<file path="config.mk">
export PLATFORM = sky130hd
export DESIGN_NAME = hex_updown_display_mux_core_flat
export DESIGN_NICKNAME = d
export VERILOG_FILES = /design/src/rtl/hud_pkg.sv /design/src/rtl/hud_if.sv /design/src/rtl/hud_button.sv /design/src/rtl/hud_display.sv /design/src/rtl/hex_updown_display_mux_core.sv /design/src/flat_wrapper.sv
export SDC_FILE = /design/constraint.sdc
export NUM_CORES = 1
export LEC_CHECK = 0
export ABC_AREA = 1
export BUFFER_PORTS_ARGS = -buffer_cell sky130_fd_sc_hd__buf_2
export CAP_MARGIN = 15
export CORE_UTILIZATION = 55
export CTS_CLUSTER_DIAMETER = 30
export DETAILED_ROUTE_END_ITERATION = 10
export PLACE_DENSITY = 0.77
export SYNTH_ARGS = -nofsm -noshare
export SYNTH_HDL_FRONTEND = slang
export SYNTH_SLANG_ARGS = --single-unit
</file>
<file path="constraint.sdc">
create_clock -name clk -period 3.97 [get_ports clk]
set_input_delay 0.5955 -clock clk [delete_from_list [all_inputs] [get_ports clk]]
set_output_delay 0.5955 -clock clk [all_outputs]
set_load 0.05 [all_outputs]
</file>
<file path="src/rtl/hud_pkg.sv">
// Package with the shared types and constants of the hex up/down display block.
package hud_pkg;

    // Width of the configuration register and of the displayed count.
    localparam int unsigned THR_WIDTH   = 16;
    localparam int unsigned COUNT_BITS  = 8;
    localparam int unsigned SEG_BITS    = 7;
    localparam int unsigned EN_BITS     = 2;

    // Press threshold after reset.
    localparam logic [THR_WIDTH-1:0] THR_RESET = 16'd20000;

    // All segments dark (the segment lines are active low).
    localparam logic [SEG_BITS-1:0] SEG_OFF = 7'h7F;

    // Digit drive codes.
    localparam logic [EN_BITS-1:0] DIG_NONE = 2'b00;
    localparam logic [EN_BITS-1:0] DIG_HIGH = 2'b01;
    localparam logic [EN_BITS-1:0] DIG_LOW  = 2'b10;

    // Active-high segment patterns a-g in bits 0-6, one per hex digit.
    localparam logic [SEG_BITS-1:0] SEG_TABLE [16] = '{
        7'h3F, 7'h06, 7'h5B, 7'h4F, 7'h66, 7'h6D, 7'h7D, 7'h27,
        7'h7F, 7'h6F, 7'h77, 7'h7C, 7'h58, 7'h5E, 7'h79, 7'h71
    };

    // Control that the top level hands to the display driver.
    typedef struct packed {
        logic advance;
        logic tick;
    } hud_disp_ctrl_t;

endpackage

</file>
<file path="src/rtl/hud_if.sv">
// Channel interfaces of the hex up/down display block: samples, results, configuration.
interface hud_in_if;
    logic valid;
    logic ready;
    logic button_up_level;
    logic button_down_level;
    logic refresh_tick;

    modport source (output valid, output button_up_level, output button_down_level,
                    output refresh_tick, input ready);
    modport sink   (input valid, input button_up_level, input button_down_level,
                    input refresh_tick, output ready);
endinterface

interface hud_out_if;
    logic       valid;
    logic       ready;
    logic [6:0] segments_n;
    logic [1:0] digit_enable;
    logic [7:0] count_value;

    modport source (output valid, output segments_n, output digit_enable,
                    output count_value, input ready);
    modport sink   (input valid, input segments_n, input digit_enable,
                    input count_value, output ready);
endinterface

interface hud_cfg_if;
    logic        valid;
    logic        ready;
    logic [15:0] press_threshold;

    modport source (output valid, output press_threshold, input ready);
    modport sink   (input valid, input press_threshold, output ready);
endinterface

</file>
<file path="src/rtl/hud_button.sv">
// Press counter and latch of one button, with its step decision.
module hud_button
    import hud_pkg::*;
#(
    parameter int unsigned COUNT_WIDTH = 16
) (
    input  logic                 clk,
    input  logic                 rst_n,
    input  logic                 advance,
    input  logic                 level,
    input  logic [THR_WIDTH-1:0] threshold,
    output logic                 fire
);

    localparam int unsigned CMP_W = (COUNT_WIDTH > THR_WIDTH) ? COUNT_WIDTH : THR_WIDTH;
    localparam logic [COUNT_WIDTH-1:0] CNT_MAX = {COUNT_WIDTH{1'b1}};

    logic [COUNT_WIDTH-1:0] cnt_reg, cnt_next, cnt_inc;
    logic                   latch_reg, latch_next, latch_mid;
    logic [CMP_W-1:0]       cnt_cmp, thr_cmp;

    always_comb
    begin
        cnt_inc   = cnt_reg;
        latch_mid = latch_reg;
        if (level)
        begin
            if (!latch_reg && (cnt_reg != CNT_MAX))
            begin
                cnt_inc = cnt_reg + 1'b1;
            end
        end
        else
        begin
            latch_mid = 1'b0;
        end
        cnt_cmp = CMP_W'(cnt_inc);
        thr_cmp = CMP_W'(threshold);
        fire    = cnt_cmp > thr_cmp;
        if (fire)
        begin
            cnt_next   = '0;
            latch_next = 1'b1;
        end
        else
        begin
            cnt_next   = cnt_inc;
            latch_next = latch_mid;
        end
    end

    always_ff @(posedge clk or negedge rst_n)
    begin
        if (!rst_n)
        begin
            cnt_reg   <= '0;
            latch_reg <= 1'b0;
        end
        else if (advance)
        begin
            cnt_reg   <= cnt_next;
            latch_reg <= latch_next;
        end
    end

endmodule

</file>
<file path="src/rtl/hud_display.sv">
// Digit multiplexer that drives one seven-segment digit per refresh tick.
module hud_display
    import hud_pkg::*;
(
    input  logic                  clk,
    input  logic                  rst_n,
    input  hud_disp_ctrl_t        ctrl,
    input  logic [COUNT_BITS-1:0] count,
    output logic [SEG_BITS-1:0]   segments_n,
    output logic [EN_BITS-1:0]    digit_enable
);

    logic                sel_reg, sel_next;
    logic [SEG_BITS-1:0] seg_reg, seg_next;
    logic [EN_BITS-1:0]  en_reg, en_next;
    logic [3:0]          nibble;

    always_comb
    begin
        nibble   = sel_reg ? count[3:0] : count[7:4];
        sel_next = sel_reg;
        seg_next = seg_reg;
        en_next  = en_reg;
        if (ctrl.tick)
        begin
            seg_next = ~SEG_TABLE[nibble];
            en_next  = sel_reg ? DIG_LOW : DIG_HIGH;
            sel_next = ~sel_reg;
        end
    end

    always_ff @(posedge clk or negedge rst_n)
    begin
        if (!rst_n)
        begin
            sel_reg <= 1'b0;
            seg_reg <= SEG_OFF;
            en_reg  <= DIG_NONE;
        end
        else if (ctrl.advance)
        begin
            sel_reg <= sel_next;
            seg_reg <= seg_next;
            en_reg  <= en_next;
        end
    end

    assign segments_n   = seg_reg;
    assign digit_enable = en_reg;

endmodule

</file>
<file path="src/rtl/hex_updown_display_mux_core.sv">
// Top level of the two-digit hex up/down counter with multiplexed display.
//
//   channel   direction  handshake      payload
//   samples   in         valid/ready    button_up_level, button_down_level, refresh_tick
//   display   out        valid/ready    segments_n, digit_enable, count_value
//   cfg       in         valid/ready    press_threshold (always ready)
//
// A request passes from acceptance to result through the sample register, then
// through the button counters, count step and digit lookup into the state registers,
// which also serve as the result register. One request is accepted per cycle while
// the display side takes results. Reset clears all counters and latches, blanks the
// segments and restores the threshold to 20000. A stall on the display side holds the
// result and the state; the sample register still takes one more request before the
// sample side stalls too.
module hex_updown_display_mux_core
    import hud_pkg::*;
#(
    parameter int unsigned COUNT_WIDTH = 16
) (
    input  logic      clk,
    input  logic      rst_n,
    hud_in_if.sink    samples,
    hud_out_if.source display,
    hud_cfg_if.sink   cfg
);

    // Configuration register; the user must write it only while the block is idle, the block does not enforce this.
    logic [THR_WIDTH-1:0] thr_reg;

    // Sample register between the input channel and the update logic.
    logic s1_valid_reg;
    logic s1_up_reg;
    logic s1_down_reg;
    logic s1_tick_reg;

    // The result stage is free when it is empty or its result leaves this cycle.
    logic out_valid_reg;
    logic advance;
    logic in_fire;

    logic fire_up;
    logic fire_down;

    logic [COUNT_BITS-1:0] count_reg, count_next;

    hud_disp_ctrl_t disp_ctrl;

    assign advance = s1_valid_reg && (!out_valid_reg || display.ready);
    assign samples.ready = !s1_valid_reg || advance;
    assign in_fire = samples.valid && samples.ready;
    assign cfg.ready = 1'b1;

    always_ff @(posedge clk or negedge rst_n)
    begin
        if (!rst_n)
        begin
            thr_reg <= THR_RESET;
        end
        else if (cfg.valid)
        begin
            thr_reg <= cfg.press_threshold;
        end
    end

    always_ff @(posedge clk or negedge rst_n)
    begin
        if (!rst_n)
        begin
            s1_valid_reg <= 1'b0;
        end
        else if (samples.ready)
        begin
            s1_valid_reg <= samples.valid;
        end
    end

    // Payload of the sample register needs no reset.
    always_ff @(posedge clk)
    begin
        if (in_fire)
        begin
            s1_up_reg   <= samples.button_up_level;
            s1_down_reg <= samples.button_down_level;
            s1_tick_reg <= samples.refresh_tick;
        end
    end

    // Each button keeps its own press counter and latch.
    hud_button #(
        .COUNT_WIDTH(COUNT_WIDTH)
    ) u_btn_up (
        .clk       (clk),
        .rst_n     (rst_n),
        .advance   (advance),
        .level     (s1_up_reg),
        .threshold (thr_reg),
        .fire      (fire_up)
    );

    hud_button #(
        .COUNT_WIDTH(COUNT_WIDTH)
    ) u_btn_down (
        .clk       (clk),
        .rst_n     (rst_n),
        .advance   (advance),
        .level     (s1_down_reg),
        .threshold (thr_reg),
        .fire      (fire_down)
    );

    // Both steps in one sample cancel; the count wraps in both directions.
    always_comb
    begin
        count_next = count_reg;
        if (fire_up && !fire_down)
        begin
            count_next = count_reg + 1'b1;
        end
        else if (fire_down && !fire_up)
        begin
            count_next = count_reg - 1'b1;
        end
    end

    always_ff @(posedge clk or negedge rst_n)
    begin
        if (!rst_n)
        begin
            count_reg     <= '0;
            out_valid_reg <= 1'b0;
        end
        else
        begin
            if (advance)
            begin
                count_reg <= count_next;
            end
            if (advance)
            begin
                out_valid_reg <= 1'b1;
            end
            else if (display.ready)
            begin
                out_valid_reg <= 1'b0;
            end
        end
    end

    // The refresh tick shows a digit of the count after this sample's step.
    assign disp_ctrl.advance = advance;
    assign disp_ctrl.tick    = s1_tick_reg;

    hud_display u_display (
        .clk          (clk),
        .rst_n        (rst_n),
        .ctrl         (disp_ctrl),
        .count        (count_next),
        .segments_n   (display.segments_n),
        .digit_enable (display.digit_enable)
    );

    assign display.valid       = out_valid_reg;
    assign display.count_value = count_reg;

`ifndef SYNTHESIS
    // A waiting sample is never dropped while the result side is stalled.
    assert property (@(posedge clk) disable iff (!rst_n)
        (s1_valid_reg && !advance) |=> s1_valid_reg)
        else $error("sample lost while result side stalled");

    // The count only moves when a sample is processed.
    assert property (@(posedge clk) disable iff (!rst_n)
        !advance |=> $stable(count_reg))
        else $error("count changed without a processed sample");

    // At most one digit is driven at a time.
    assert property (@(posedge clk) disable iff (!rst_n)
        $onehot0(display.digit_enable))
        else $error("more than one digit driven");

    // After a processed refresh tick some digit is driven.
    assert property (@(posedge clk) disable iff (!rst_n)
        (advance && s1_tick_reg) |=> (display.digit_enable != DIG_NONE))
        else $error("refresh tick left the display dark");

    // A processed sample always yields a result on the next cycle.
    assert property (@(posedge clk) disable iff (!rst_n)
        advance |=> out_valid_reg)
        else $error("processed sample produced no result");
`endif

endmodule

</file>
<file path="src/flat_wrapper.sv">
// flat-port wrapper written by rule: the top's interface ports become plain ports
module hex_updown_display_mux_core_flat import hud_pkg::*;
#(
    parameter int unsigned COUNT_WIDTH = 16
)
  (clk, rst_n, samples_valid, samples_button_up_level, samples_button_down_level, samples_refresh_tick, samples_ready, display_valid, display_segments_n, display_digit_enable, display_count_value, display_ready, cfg_valid, cfg_press_threshold, cfg_ready);
  hud_in_if samples_i ();
  hud_out_if display_i ();
  hud_cfg_if cfg_i ();
  input  logic clk;
  input  logic rst_n;
  input wire logic [$bits(samples_i.valid)-1:0] samples_valid;
  input wire logic [$bits(samples_i.button_up_level)-1:0] samples_button_up_level;
  input wire logic [$bits(samples_i.button_down_level)-1:0] samples_button_down_level;
  input wire logic [$bits(samples_i.refresh_tick)-1:0] samples_refresh_tick;
  output wire logic [$bits(samples_i.ready)-1:0] samples_ready;
  output wire logic [$bits(display_i.valid)-1:0] display_valid;
  output wire logic [$bits(display_i.segments_n)-1:0] display_segments_n;
  output wire logic [$bits(display_i.digit_enable)-1:0] display_digit_enable;
  output wire logic [$bits(display_i.count_value)-1:0] display_count_value;
  input wire logic [$bits(display_i.ready)-1:0] display_ready;
  input wire logic [$bits(cfg_i.valid)-1:0] cfg_valid;
  input wire logic [$bits(cfg_i.press_threshold)-1:0] cfg_press_threshold;
  output wire logic [$bits(cfg_i.ready)-1:0] cfg_ready;
  assign samples_i.valid = samples_valid;
  assign samples_i.button_up_level = samples_button_up_level;
  assign samples_i.button_down_level = samples_button_down_level;
  assign samples_i.refresh_tick = samples_refresh_tick;
  assign samples_ready = samples_i.ready;
  assign display_valid = display_i.valid;
  assign display_segments_n = display_i.segments_n;
  assign display_digit_enable = display_i.digit_enable;
  assign display_count_value = display_i.count_value;
  assign display_i.ready = display_ready;
  assign cfg_i.valid = cfg_valid;
  assign cfg_i.press_threshold = cfg_press_threshold;
  assign cfg_ready = cfg_i.ready;
  hex_updown_display_mux_core #(.COUNT_WIDTH(COUNT_WIDTH)) u_core (.clk(clk), .rst_n(rst_n), .samples(samples_i), .display(display_i), .cfg(cfg_i));
endmodule
</file>
==> impl_metrics.yaml <==
run_status:
  status: "complete, but fails checks"
  violations: "DRC, setup timing"
floorplan:
  fp.dieW_um: 98.1
  initial_core_util_pct: 57.4
  core-area_um2: 8850
  die_area_um2: 9620
  die_height_um: 98.1
  io_pins: 44
  rows: 34
timing:
  rsz0062_at_grt: "yes"
  drv_slew: 0
  min_period_over_period_pct: 105
  tns_ns: -1.73
  max_slew_margin_pct: 58.8
  setup_ws_ns: -0.194
  tightest_slew_ns: 0.616
  finalHoldViolCount: 0
  fmaxAchievable_mhz: 240
  finalHoldWorstSlack_ns: 0.164
  setup_viol: 18
  fin_crit_ns: 4.16
  worst_clock_skew_ns: 0.0187
drt:
  wl_per_cell_um: 15.8
  vias: 4902
  drc: 1
  ant_nets: 0
  viasPerCell: 5.55
  drt_iter0_drc: 292
  drt-total-wl_um: 14000
  firstDrtPassIters: 8
placement:
  hpwl_um: 9110
  port_buffers: 42
  place_area_um2: 5630
  gp_congestion: 0.879
  placed_cells: 838
global_route:
  grt_pass1_vias: 4704
  track_usage_pct: 28.7
  antenna_found_initial: 0
  grt_overflow: 0
  grt_max_degree: 46
  grt_pass1_wl_um: 21700
worst_setup_path:
  cp_common_cell: "nand3_2"
  critPathSlowestCell: "dfrtp_1"
  crit_type: "flip-flop to flip-flop"
  required_ns: 4.27
  start_kind: "flip-flop"
  end_kind: "flip-flop"
  cp_max_fo: 4
  worstPathArrival_ns: 4.46
  rrSetupSlack_ns: -0.19
  critPathMaxStageDelay_ns: 0.40
power_and_ir_drop:
  finalPower_mw: 4.87
  p_leak_nw: 3.32
  ir_worst_vdd_mv: 0.450
  cellPowerDensity_nw_per_um2: 753
job:
  cap_violations: 0
synth:
  avgSynthCellArea_um2: 7.63
  ys_seq_area_share_pct: 36.1
  syn-cell-area_um2: 5080
  synth_warnings: 0
  ys_seq_elements: 72
  synth_nets: 731
  synth_cell_types: 48
  syn_inst: 666
clocking:
  cts.sink_count: 72
  numCtsBuffers: 9
  clk_pin_slew_ns: 0.09
  cts_buffer_depth: 2
  cts_hold_buf: 0
  clock_latency_ns: 0.36
  cts-root-buf: "clkbuf_8"
  htree_levels: 3
  tritoncts: "built"
layout:
  drive_above_1_share_pct: 32.0
  final_area_um2: 6470
  fin_nets: 835
  instances_no_fill: 883
  area_growth_pct: 27.4
  antennaDiodeCount: 0
hold_path:
  hold_path_class: "input port to asynchronous set/reset pin"
==> path summary, 6_finish.rpt <==
check	start	endpoint	cells past startpoint
max in group asynchronous	rst_n	u_core.thr_reg[9]$_DFFE_PN1P_	2
min reg2reg	u_core.u_display.segments_n[5]$_DFFE_PN1P_	u_core.u_display.segments_n[5]$_DFFE_PN1P_	2
max	u_core.u_btn_down.cnt_reg[1]$_DFFE_PN0P_	u_core.u_display.segments_n[0]$_DFFE_PN1P_	34
min	rst_n	u_core.thr_reg[3]$_DFFE_PN0P_	1
min in group clk	samples_button_down_level	u_core.s1_down_reg$_DFFE_PP_	1
max reg2reg	u_core.u_btn_down.cnt_reg[1]$_DFFE_PN0P_	u_core.u_display.segments_n[0]$_DFFE_PN1P_	34
==> stage by stage <==
step | utilization [%] | setup WS (ns)
after floorplan | - | 0.0261
after global placement | 63.6 | -0.0709
after detailed placement | 63.6 | -0.134
after CTS | 69.8 | -0.0312
after global routing | 73.1 | -0.399
final | 73.1 | -0.194
==> power breakdown <==
group	internal [mW]	total, mW	switching (mW)	leakage (nW)
Sequential	0.962	1.16	0.203	0.894
Combinational	1.18	3.04	1.86	2.32
Clock	0.358	0.664	0.305	0.107
==> cells in the mapped netlist, drive strengths merged <==
library cell	number	share of area [%]
a41oi	1	0.32
mux2	1	0.22
dfstp	12	6.2
o22ai	13	1.6
o32ai	1	0.17
a31oi	2	0.25
a22o	1	0.17
ha	41	10
a21oi	14	1.7
dfrtp	57	28
edfxtp	3	1.8
xor2	34	5.9
and2	1	0.12
nor2	40	3.3
nand3	54	5.9
nor3	12	1.9
clkinv	2	0.17
buf	4	0.59
clkbuf	11	0.81
xnor2	1	0.17
o21bai	2	0.30
conb	1	0.074
nor4	4	0.62
a21o	2	0.30
or2	1	0.12
nand4	10	1.4
nand2	181	15
o21a	1	0.15
o211ai	1	0.15
o21ai	51	5.0
inv	107	8.0
==> area by class of cell <==
class	instances	area, µm²
well taps	108	135
flip-flops and latches	72	1830
fillers	646	2380
repair buffers	108	726
clock buffers	10	128
clock inverters	6	91.3
inverters	109	422
multi-input cells	470	3140
==> kinds of logic after synthesis <==
kind of cell / synth area share, %
and+or+nand+nor: 27.9
buffers and inverters: 9.53
AOI/OAI and AO/OA: 10.1
DFF: 36.1
adders and majority gates: 10.1
xor gates and xnor gates: 6.03
other: 0.0738
muxes: 0.222
==> worst max-delay path: cells and delay by family (launching register included) <==
kind | cells | cell delay, ns
adder cells (fa/ha/maj) | 3 | 0.63
flip-flops | 1 | 0.40
XOR/XNOR | 1 | 0.21
buffers and inverters | 6 | 0.69
AND/OR/NAND/NOR | 23 | 2.08
AO/OA/AOI/OAI | 1 | 0.06
==> placed cells by master (no fill, tap or decap), types with 8 or more instances in the layout <==
cell type	synthesis	final
nand2_1	164	153
inv_1	94	90
buf_4	2	63
dfrtp_1	57	57
o21ai_0	45	43
buf_2	0	42
nand3_1	48	33
xor2_1	34	32
ha_1	41	30
nor2_1	36	28
nand2_2	14	20
nand3_2	6	19
inv_2	12	15
o22ai_1	13	13
dfstp_2	12	12
nand4_1	9	9
a21oi_1	12	9
clkbuf_8	0	9
nand2_4	3	8
==> routing by layer <==
metal / track usage, % / up-vias / share of wire, %
met5: 0 / - / 0
met4: 12.0 / 0 / 3.4
met3: 3.58 / 45 / 5.5
met2: 49.5 / 202 / 49
met1: 36.3 / 2310 / 42
li1: - / 2345 / -
==> repair_timing <==
action                                  4_1_cts  5_1_grt
buffers inserted                             19       10
pin swaps                                    26       37
gates resized for setup                      39       46
endpoints found under the hold margin         0        0
endpoints found under the setup margin        7       21
Note: power is estimated with default switching activity, not from simulation.
